===== src/hdl/ims_pkg.sv =====
// ----------------------------------------------------------------------------
// ims_pkg
// Shared types and constants of the IRC line serializer: op codes, separator
// characters, escape helpers and the request format between front and back.
// ----------------------------------------------------------------------------
package ims_pkg;

  localparam logic [2:0] OP_TAG_NAME  = 3'd0;
  localparam logic [2:0] OP_TAG_VALUE = 3'd1;
  localparam logic [2:0] OP_PREFIX    = 3'd2;
  localparam logic [2:0] OP_COMMAND   = 3'd3;
  localparam logic [2:0] OP_PARAM     = 3'd4;
  localparam logic [2:0] OP_END       = 3'd5;

  localparam logic [7:0] CH_AT    = 8'h40;
  localparam logic [7:0] CH_SEMI  = 8'h3B;
  localparam logic [7:0] CH_EQ    = 8'h3D;
  localparam logic [7:0] CH_COLON = 8'h3A;
  localparam logic [7:0] CH_SPACE = 8'h20;
  localparam logic [7:0] CH_BSL   = 8'h5C;
  localparam logic [7:0] CH_CR    = 8'h0D;
  localparam logic [7:0] CH_LF    = 8'h0A;
  localparam logic [7:0] CH_S     = 8'h73;
  localparam logic [7:0] CH_R     = 8'h72;
  localparam logic [7:0] CH_N     = 8'h6E;

  localparam logic [15:0] LIMIT_RESET = 16'd512;

  // Up to three bytes of one input item, in output order.
  typedef struct packed {
    logic [2:0][7:0] data;
    logic [1:0]      cnt;
    logic            is_end;
  } entry_t;

  function automatic logic esc_needed(input logic [7:0] b);
    esc_needed = (b == CH_SEMI) || (b == CH_SPACE) || (b == CH_BSL) ||
                 (b == CH_CR) || (b == CH_LF);
  endfunction

  function automatic logic [7:0] esc_code(input logic [7:0] b);
    case (b)
      CH_SEMI:  esc_code = CH_COLON;
      CH_SPACE: esc_code = CH_S;
      CH_CR:    esc_code = CH_R;
      CH_LF:    esc_code = CH_N;
      default:  esc_code = CH_BSL;
    endcase
  endfunction

endpackage


===== src/hdl/ims_front.sv =====
// ----------------------------------------------------------------------------
// ims_front
// Accepts field items, tracks the line section and turns each item into
// a request of up to three bytes with separators and escapes in place.
// ----------------------------------------------------------------------------
module ims_front import ims_pkg::*; (
  input  logic       clk,
  input  logic       rst,
  input  logic       push,
  input  logic [2:0] op,
  input  logic       field_start,
  input  logic       trailing_param,
  input  logic       has_byte,
  input  logic [7:0] data_byte,
  input  logic       q_full,
  output logic       q_write,
  output entry_t     q_data
);

  typedef enum logic [2:0] {
    SEC_NONE, SEC_TAG, SEC_VAL, SEC_PRE, SEC_CMD, SEC_PAR
  } section_t;

  section_t section, section_next;
  logic     tags_seen, tags_seen_next;
  logic     accept;

  assign accept = push && !q_full;

  always_comb begin
    logic [1:0] cnt;
    logic [2:0] sec_rank;
    logic [2:0] op_rank;
    logic       close_sp;
    entry_t     ent;
    ent            = '0;
    cnt            = 2'd0;
    section_next   = section;
    tags_seen_next = tags_seen;
    case (section)
      SEC_NONE:         sec_rank = 3'd0;
      SEC_TAG, SEC_VAL: sec_rank = 3'd1;
      default:          sec_rank = 3'(section) - 3'd1;
    endcase
    op_rank  = (op == OP_TAG_NAME) ? 3'd1 : op;
    close_sp = (section == SEC_TAG) || (section == SEC_VAL) || (section == SEC_PRE);

    if (op == OP_END) begin
      ent.is_end = 1'b1;
      if (close_sp) begin
        ent.data[cnt] = CH_SPACE;
        cnt = cnt + 2'd1;
      end
      ent.data[cnt] = CH_CR;
      cnt = cnt + 2'd1;
      ent.data[cnt] = CH_LF;
      cnt = cnt + 2'd1;
      section_next   = SEC_NONE;
      tags_seen_next = 1'b0;
    end else if (op <= OP_PARAM && op_rank >= sec_rank) begin
      case (op)
        OP_TAG_NAME: begin
          if (field_start || section != SEC_TAG) begin
            ent.data[cnt] = tags_seen ? CH_SEMI : CH_AT;
            cnt = cnt + 2'd1;
            tags_seen_next = 1'b1;
            section_next   = SEC_TAG;
          end
          if (has_byte) begin
            ent.data[cnt] = data_byte;
            cnt = cnt + 2'd1;
          end
        end
        OP_TAG_VALUE: begin
          if ((section == SEC_TAG || section == SEC_VAL) && has_byte) begin
            if (section == SEC_TAG) begin
              ent.data[cnt] = CH_EQ;
              cnt = cnt + 2'd1;
              section_next = SEC_VAL;
            end
            if (esc_needed(data_byte)) begin
              ent.data[cnt] = CH_BSL;
              cnt = cnt + 2'd1;
              ent.data[cnt] = esc_code(data_byte);
              cnt = cnt + 2'd1;
            end else begin
              ent.data[cnt] = data_byte;
              cnt = cnt + 2'd1;
            end
          end
        end
        OP_PREFIX: begin
          if (section != SEC_PRE) begin
            if (close_sp) begin
              ent.data[cnt] = CH_SPACE;
              cnt = cnt + 2'd1;
            end
            ent.data[cnt] = CH_COLON;
            cnt = cnt + 2'd1;
            section_next = SEC_PRE;
          end
          if (has_byte) begin
            ent.data[cnt] = data_byte;
            cnt = cnt + 2'd1;
          end
        end
        OP_COMMAND: begin
          if (section != SEC_CMD) begin
            if (close_sp) begin
              ent.data[cnt] = CH_SPACE;
              cnt = cnt + 2'd1;
            end
            section_next = SEC_CMD;
          end
          if (has_byte) begin
            ent.data[cnt] = data_byte;
            cnt = cnt + 2'd1;
          end
        end
        default: begin
          if (field_start || section != SEC_PAR) begin
            ent.data[cnt] = CH_SPACE;
            cnt = cnt + 2'd1;
            if (trailing_param) begin
              ent.data[cnt] = CH_COLON;
              cnt = cnt + 2'd1;
            end
            section_next = SEC_PAR;
          end
          if (has_byte) begin
            ent.data[cnt] = data_byte;
            cnt = cnt + 2'd1;
          end
        end
      endcase
    end
    ent.cnt = cnt;
    q_data  = ent;
    q_write = accept && (ent.is_end || cnt != 2'd0);
  end

  always_ff @(posedge clk) begin
    if (rst) begin
      section   <= SEC_NONE;
      tags_seen <= 1'b0;
    end else if (accept) begin
      section   <= section_next;
      tags_seen <= tags_seen_next;
    end
  end

endmodule


===== src/hdl/ims_queue.sv =====
// ----------------------------------------------------------------------------
// ims_queue
// Two-entry request queue between the front and the back.
// ----------------------------------------------------------------------------
module ims_queue import ims_pkg::*; (
  input  logic   clk,
  input  logic   rst,
  input  logic   wr,
  input  entry_t wr_data,
  output logic   full,
  input  logic   rd,
  output logic   head_valid,
  output entry_t head
);

  entry_t     mem [2];
  logic       wr_ptr, rd_ptr;
  logic [1:0] count;

  assign full       = (count == 2'd2);
  assign head_valid = (count != 2'd0);
  assign head       = mem[rd_ptr];

  always_ff @(posedge clk) begin
    if (wr) begin
      mem[wr_ptr] <= wr_data;
    end
  end

  always_ff @(posedge clk) begin
    if (rst) begin
      wr_ptr <= 1'b0;
      rd_ptr <= 1'b0;
      count  <= 2'd0;
    end else begin
      if (wr) begin
        wr_ptr <= ~wr_ptr;
      end
      if (rd) begin
        rd_ptr <= ~rd_ptr;
      end
      case ({wr, rd})
        2'b10:   count <= count + 2'd1;
        2'b01:   count <= count - 2'd1;
        default: count <= count;
      endcase
    end
  end

endmodule


===== src/hdl/ims_back.sv =====
// ----------------------------------------------------------------------------
// ims_back
// Writes request bytes one per cycle, unless an output byte waits unpopped,
// against the buffer limit, counts the needed length and closes the line with
// the last, truncated and length fields. Holds the output and limit registers.
// ----------------------------------------------------------------------------
module ims_back import ims_pkg::*; (
  input  logic        clk,
  input  logic        rst,
  input  logic        cfg_write,
  input  logic [15:0] cfg_data,
  input  logic        head_valid,
  input  entry_t      head,
  output logic        q_read,
  output logic        empty,
  input  logic        pop,
  output logic [7:0]  out_byte,
  output logic        last,
  output logic        truncated,
  output logic [15:0] needed_length
);

  logic [15:0] limit;
  logic [15:0] written;
  logic [15:0] needed;
  logic        cut;
  logic [1:0]  idx;
  logic        out_valid;

  logic        step;
  logic [7:0]  cur;
  logic        can_write;
  logic        final_w;
  logic [1:0]  remain;
  logic [15:0] needed_inc;
  logic [16:0] needed_sum;
  logic [15:0] needed_fin;
  logic        entry_done;

  assign empty      = !out_valid;
  assign step       = head_valid && (!out_valid || pop);
  assign cur        = head.data[idx];
  assign can_write  = written < limit;
  assign final_w    = (idx == head.cnt - 2'd1) ||
                      (({1'b0, written} + 17'd1) >= {1'b0, limit});
  assign remain     = head.cnt - idx;
  assign needed_inc = (needed == 16'hFFFF) ? needed : needed + 16'd1;
  assign needed_sum = {1'b0, needed} + {15'd0, remain};
  assign needed_fin = needed_sum[16] ? 16'hFFFF : needed_sum[15:0];
  assign entry_done = (head.is_end && (final_w || !can_write)) ||
                      (idx == head.cnt - 2'd1);
  assign q_read     = step && entry_done;

  always_ff @(posedge clk) begin
    if (rst) begin
      limit <= LIMIT_RESET;
    end else if (cfg_write) begin
      limit <= cfg_data;
    end
  end

  always_ff @(posedge clk) begin
    if (rst) begin
      written   <= 16'd0;
      needed    <= 16'd0;
      cut       <= 1'b0;
      idx       <= 2'd0;
      out_valid <= 1'b0;
    end else begin
      if (pop && out_valid) begin
        out_valid <= 1'b0;
      end
      if (step) begin
        idx <= entry_done ? 2'd0 : idx + 2'd1;
        if (head.is_end && (final_w || !can_write)) begin
          out_valid     <= 1'b1;
          out_byte      <= can_write ? cur : 8'd0;
          last          <= 1'b1;
          truncated     <= cut || (remain != 2'd1) || !can_write;
          needed_length <= needed_fin;
          written       <= 16'd0;
          needed        <= 16'd0;
          cut           <= 1'b0;
        end else begin
          needed <= needed_inc;
          if (can_write) begin
            out_valid     <= 1'b1;
            out_byte      <= cur;
            last          <= 1'b0;
            truncated     <= cut;
            needed_length <= 16'd0;
            written       <= written + 16'd1;
          end else begin
            cut <= 1'b1;
          end
        end
      end
    end
  end

endmodule


===== src/hdl/irc_message_serializer.sv =====
// ----------------------------------------------------------------------------
// irc_message_serializer
// Builds one IRC line with IRCv3 tag escaping from a stream of field items.
//
// Input queue side: an item is taken when push is high and full is low.
// Result queue side: the oldest byte sits on out_byte/last/truncated/
// needed_length while empty is low and is taken when pop is high.
// Config: cfg_write loads cfg_data into the buffer limit (reset 512); write
// only between lines with the block drained.
// Each item becomes up to three bytes (separators, escapes, CR LF); the back
// end writes one byte per cycle while the result register is free or being
// popped. An accepted item passes through the request queue and the output
// register before empty falls. A two-entry request queue lets the front take
// items while the back is still busy. When pop is held low the result
// register holds and the back stalls; once the queue fills, full rises. Reset
// empties both sides, clears the line state and sets the limit to 512.
// ----------------------------------------------------------------------------
module irc_message_serializer import ims_pkg::*; (
  input  logic        clk,
  input  logic        rst,
  input  logic        push,
  output logic        full,
  input  logic [2:0]  op,
  input  logic        field_start,
  input  logic        trailing_param,
  input  logic        has_byte,
  input  logic [7:0]  data_byte,
  output logic        empty,
  input  logic        pop,
  output logic [7:0]  out_byte,
  output logic        last,
  output logic        truncated,
  output logic [15:0] needed_length,
  input  logic        cfg_write,
  input  logic [15:0] cfg_data
);

  logic   q_write;
  entry_t q_data;
  logic   q_read;
  logic   head_valid;
  entry_t head;

  ims_front u_front (
    .clk            (clk),
    .rst            (rst),
    .push           (push),
    .op             (op),
    .field_start    (field_start),
    .trailing_param (trailing_param),
    .has_byte       (has_byte),
    .data_byte      (data_byte),
    .q_full         (full),
    .q_write        (q_write),
    .q_data         (q_data)
  );

  ims_queue u_queue (
    .clk        (clk),
    .rst        (rst),
    .wr         (q_write),
    .wr_data    (q_data),
    .full       (full),
    .rd         (q_read),
    .head_valid (head_valid),
    .head       (head)
  );

  ims_back u_back (
    .clk           (clk),
    .rst           (rst),
    .cfg_write     (cfg_write),
    .cfg_data      (cfg_data),
    .head_valid    (head_valid),
    .head          (head),
    .q_read        (q_read),
    .empty         (empty),
    .pop           (pop),
    .out_byte      (out_byte),
    .last          (last),
    .truncated     (truncated),
    .needed_length (needed_length)
  );

endmodule


===== config.mk =====
export PLATFORM = sky130hd
export DESIGN_NAME = irc_message_serializer
export DESIGN_NICKNAME = d
export VERILOG_FILES = /design/src/hdl/ims_pkg.sv /design/src/hdl/ims_front.sv /design/src/hdl/ims_queue.sv /design/src/hdl/ims_back.sv /design/src/hdl/irc_message_serializer.sv
export SDC_FILE = /design/constraint.sdc
export NUM_CORES = 1
export LEC_CHECK = 0
export BUFFER_PORTS_ARGS = -buffer_cell sky130_fd_sc_hd__buf_2
export CORE_UTILIZATION = 50
export CTS_BUF_LIST = sky130_fd_sc_hd__clkbuf_4
export DETAILED_ROUTE_END_ITERATION = 7
export PLACE_DENSITY = 0.68
export REMOVE_ABC_BUFFERS = 1
export SLEW_MARGIN = 20
export SYNTH_ARGS = -nofsm -noshare
export SYNTH_HDL_FRONTEND = slang
export SYNTH_SLANG_ARGS = --single-unit

===== constraint.sdc =====
create_clock -name clk -period 7.8 [get_ports clk]
set_input_delay 0 -clock clk [delete_from_list [all_inputs] [get_ports clk]]
set_output_delay 0 -clock clk [all_outputs]
set_load 0.01 [all_outputs]

==> results.ini <==
[outcome]
violations = design-rule violations
status = finished with violations

[drt]
num_vias = 7211
wirelength_um = 20800
firstDrtPassIters = 8
vias_per_cell = 5.88
antenna_left = 0
drt_iter0_drc = 765
drc = 4
wl_per_cell_um = 16.9

[global_route]
grt_max_degree = 65
grt_pass1_vias = 6699
grt_pass1_wl_um = 34200
track_usage = 0.247
antenna_found_initial = 1
grt-ovfl-total = 0

[finish]
finalNonFillerCells = 1226
multi_input_area_sq_mm = 0.00449
drive_above_1_share = 0.129
finalNetCount = 1077
final_util = 0.579
fillCellCount = 1493
area_growth_syn_to_layout_pct = 13.1
fin_area_sq_mm = 0.00957
seq_area_sq_mm = 0.00362

[clocking]
post_cts_resized = 0
cts_root_buf = clkbuf_4
clock_sinks = 141
numCtsBuffers = 17
cts.clk_slew.worst_paths_ns = 0.11
cts_tree = yes
cts-htree-levels = 4
cts_max_path_buffers = 2
clkLatencyLatePin_ns = 0.54
ctsHoldBuffers = 43
cts_setup_buffers = 0

[setup_path]
required_ns = 8.26
path_max_fanout = 46
end_kind = flip-flop
reg2regPathDepth = 16
reg2reg_to = u_back.written[3]
critical_path_class = flip-flop to flip-flop
rr_startpoint = u_back.written[0]
rrSetupSlack_ns = 2.98
startpoint = u_back.written[0]
worstPathArrival_ns = 5.27
crit_path_start_kind = flip-flop

[timing]
final.setup.tns_ns = 0
fmax_ghz = 0.208
slew_headroom = 0.273
finalCritPeriodShare = 0.617
tightest_slew_ns = 1.09
rsz0062_at_grt = no
setup_viol = 0
min_period_ns = 4.82
layout_setup_ws_ns = 2.98
drv_slew = 0
skew_ns = 0.0237
hold_viol_final = 0
whs_ns = 0.0510

[yosys]
ys_top_cells_by_area = edfxtp_1 28%, dfxtp_1 14%, ha_1 7.2%, a21oi_1 4.9%, nand2_1 3.9%
ys_seq_elements = 141
ys_async_sr_fraction = 0
synthCells = 911
synth_edf_count = 80
synthXorXnorAreaFrac = 0.0373
ys.flop_type = edfxtp_1
synth.largest_area_cell = edfxtp_1
synth_sequential_area_ratio = 0.428
synth_fa_ha_area_frac = 0.0748
synth_top_family_by_area = simple AND/OR/NAND/NOR gates
synth_compound_area_frac = 0.158
synth-simple-area-share = 0.198
ys_types = 66
synthMuxAreaShare = 0.0624
avgSynthCellArea_sq_um = 9.29
syn-cell-area_sq_mm = 0.00846
ys_warn_count = 0
synth_top_area_share = 0.284

[place]
place_inst = 1150
place_ws_ns = 3.10
place_congestion = 0.962
io_buffer_count = 62
dp_hpwl_um = 14500
place_area_sq_mm = 0.00889

[hold_path]
whs_endpoint = u_queue.mem[1][21]
min_path_cells = 3
hold_class = primary input to flip-flop
hp-start = data_byte[2]

[floorplan]
initial_core_util = 0.512
die_h_um = 132
die_area_sq_mm = 0.0174
core_sq_mm = 0.0165
rows = 47
ios = 63
dieWidth_um = 132

[pwr]
powerDensity_mw_per_mm2 = 210
p_leak_nw = 3.56
peakVddDrop_uv = 127
power_mw = 2.01

[flow_run]
drv_cap = 0

==> report_power, final <==
| part | switching [mW] | total, mW | leakage, nW | internal (mW) |
|---|---|---|---|---|
| clock network | 0.249 | 0.420 | 0.145 | 0.171 |
| logic | 0.399 | 0.657 | 2.17 | 0.257 |
| registers | 0.0472 | 0.934 | 1.25 | 0.887 |
| total | 0.696 | 2.01 | 3.56 | 1.31 |
==> worst max path at each step <==
stage	endpoint	slack, ns	cells after the start
global placement	u_back.written[3]	3.23	16
detailed placement	u_back.written[3]	3.10	16
finish	u_back.written[3]	2.98	16
global route	u_back.idx[1]	2.70	15
CTS	u_back.written[3]	3.06	16
floorplan	u_queue.count[1]	3.79	17
==> cell usage in the layout, fill, tap and decap left out, types with 6 or more instances in the layout <==
| cell type | synthesis | final |
|---|---|---|
| ha_1 | 49 | 49 |
| nand4_1 | 7 | 7 |
| mux4_2 | 8 | 8 |
| edfxtp_1 | 80 | 80 |
| inv_1 | 35 | 35 |
| xor2_1 | 15 | 15 |
| dfxtp_1 | 61 | 61 |
| and3_1 | 15 | 15 |
| nand3_1 | 49 | 49 |
| nor3_1 | 23 | 23 |
| a22oi_1 | 8 | 8 |
| nor2b_1 | 13 | 13 |
| o21ai_0 | 46 | 44 |
| nand2_1 | 89 | 89 |
| nand2b_1 | 11 | 11 |
| xnor2_1 | 21 | 21 |
| buf_4 | 0 | 7 |
| dlygate4sd3_1 | 0 | 43 |
| mux2_2 | 10 | 10 |
| nor4_1 | 8 | 8 |
| o22ai_1 | 6 | 6 |
| buf_2 | 1 | 62 |
| or4_1 | 9 | 9 |
| nor2_1 | 76 | 73 |
| clkbuf_4 | 0 | 22 |
| mux2i_1 | 22 | 22 |
| a21oi_1 | 82 | 82 |
| and2_1 | 8 | 8 |
| a31oi_1 | 14 | 14 |
| a211oi_1 | 8 | 8 |
==> final cells by class <==
type                       instances  share of cell area
timing repair buffer             112              0.0829
multi-input combinational        683               0.470
clock buffer                      22              0.0173
inverter                          37              0.0145
tap                              220              0.0288
sequential                       141               0.379
antenna                            1            0.000262
clock inverter                    10             0.00798
==> worst max-delay path, stage by stage (launching register included) <==
cell and delay (ns):
dfxtp_1 0.43, ha_1 0.27, and3_1 0.19, nand3_1 0.16, nor4_1 0.66, nand3_1 0.19, xnor2_1 0.23, ha_1 0.27
and2_1 0.17, nand3b_1 0.08, o41ai_1 0.08, nor4_1 0.36, o211ai_2 0.26, nand2_4 0.46, inv_2 0.20, or4_1 0.53
a31oi_1 0.16
==> Yosys cell counts (4+ instances only) <==
cell        n
nand2_1    89
edfxtp_1   80
xnor2_1    21
inv_1      35
o21bai_1    5
ha_1       49
a31oi_1    14
nand4b_1    4
and4_1      4
nor2_1     76
a2111oi_0   4
nor3_1     23
o211ai_1    5
a21oi_1    82
clkbuf_1   41
nor2b_1    13
o31ai_1     4
nor4_1      8
a211oi_1    8
nand2b_1   11
mux2i_1    22
a221oi_1    4
o21ai_0    46
and3_1     15
or2_2       5
and2_1      8
xor2_1     15
nand3_1    49
mux2_2     10
o21a_1      5
buf_1       5
mux4_2      8
o22ai_1     6
nand4_1     7
a22oi_1     8
or4_1       9
dfxtp_1    61
or3_1       5
==> flip-flops by register name, summed over array words and instances, names as in the netlist, 2 cells and up, named ones only <==
name                  cells
u_back.idx                2
u_back.limit             16
u_back.needed            16
u_back.needed_length     16
u_back.out_byte           8
u_back.written           16
u_front.section           3
u_queue.count             2
u_queue.mem              54
==> per-layer routing <==
layer / GRT usage / share of wire
met5: 0 / 0
met4: 0.0704 / 0.013
met3: 0.0423 / 0.063
met2: 0.376 / 0.45
met1: 0.360 / 0.48
==> cells by family after synthesis <==
logic type / Yosys count
AND/OR/NAND/NOR: 339
multiplexers: 41
buffers and inverters: 87
XOR/XNOR: 36
flip-flops: 141
AO/OA/AOI/OAI: 217
adder cells (fa/ha/maj): 50
(Power assumes the default switching activity.)
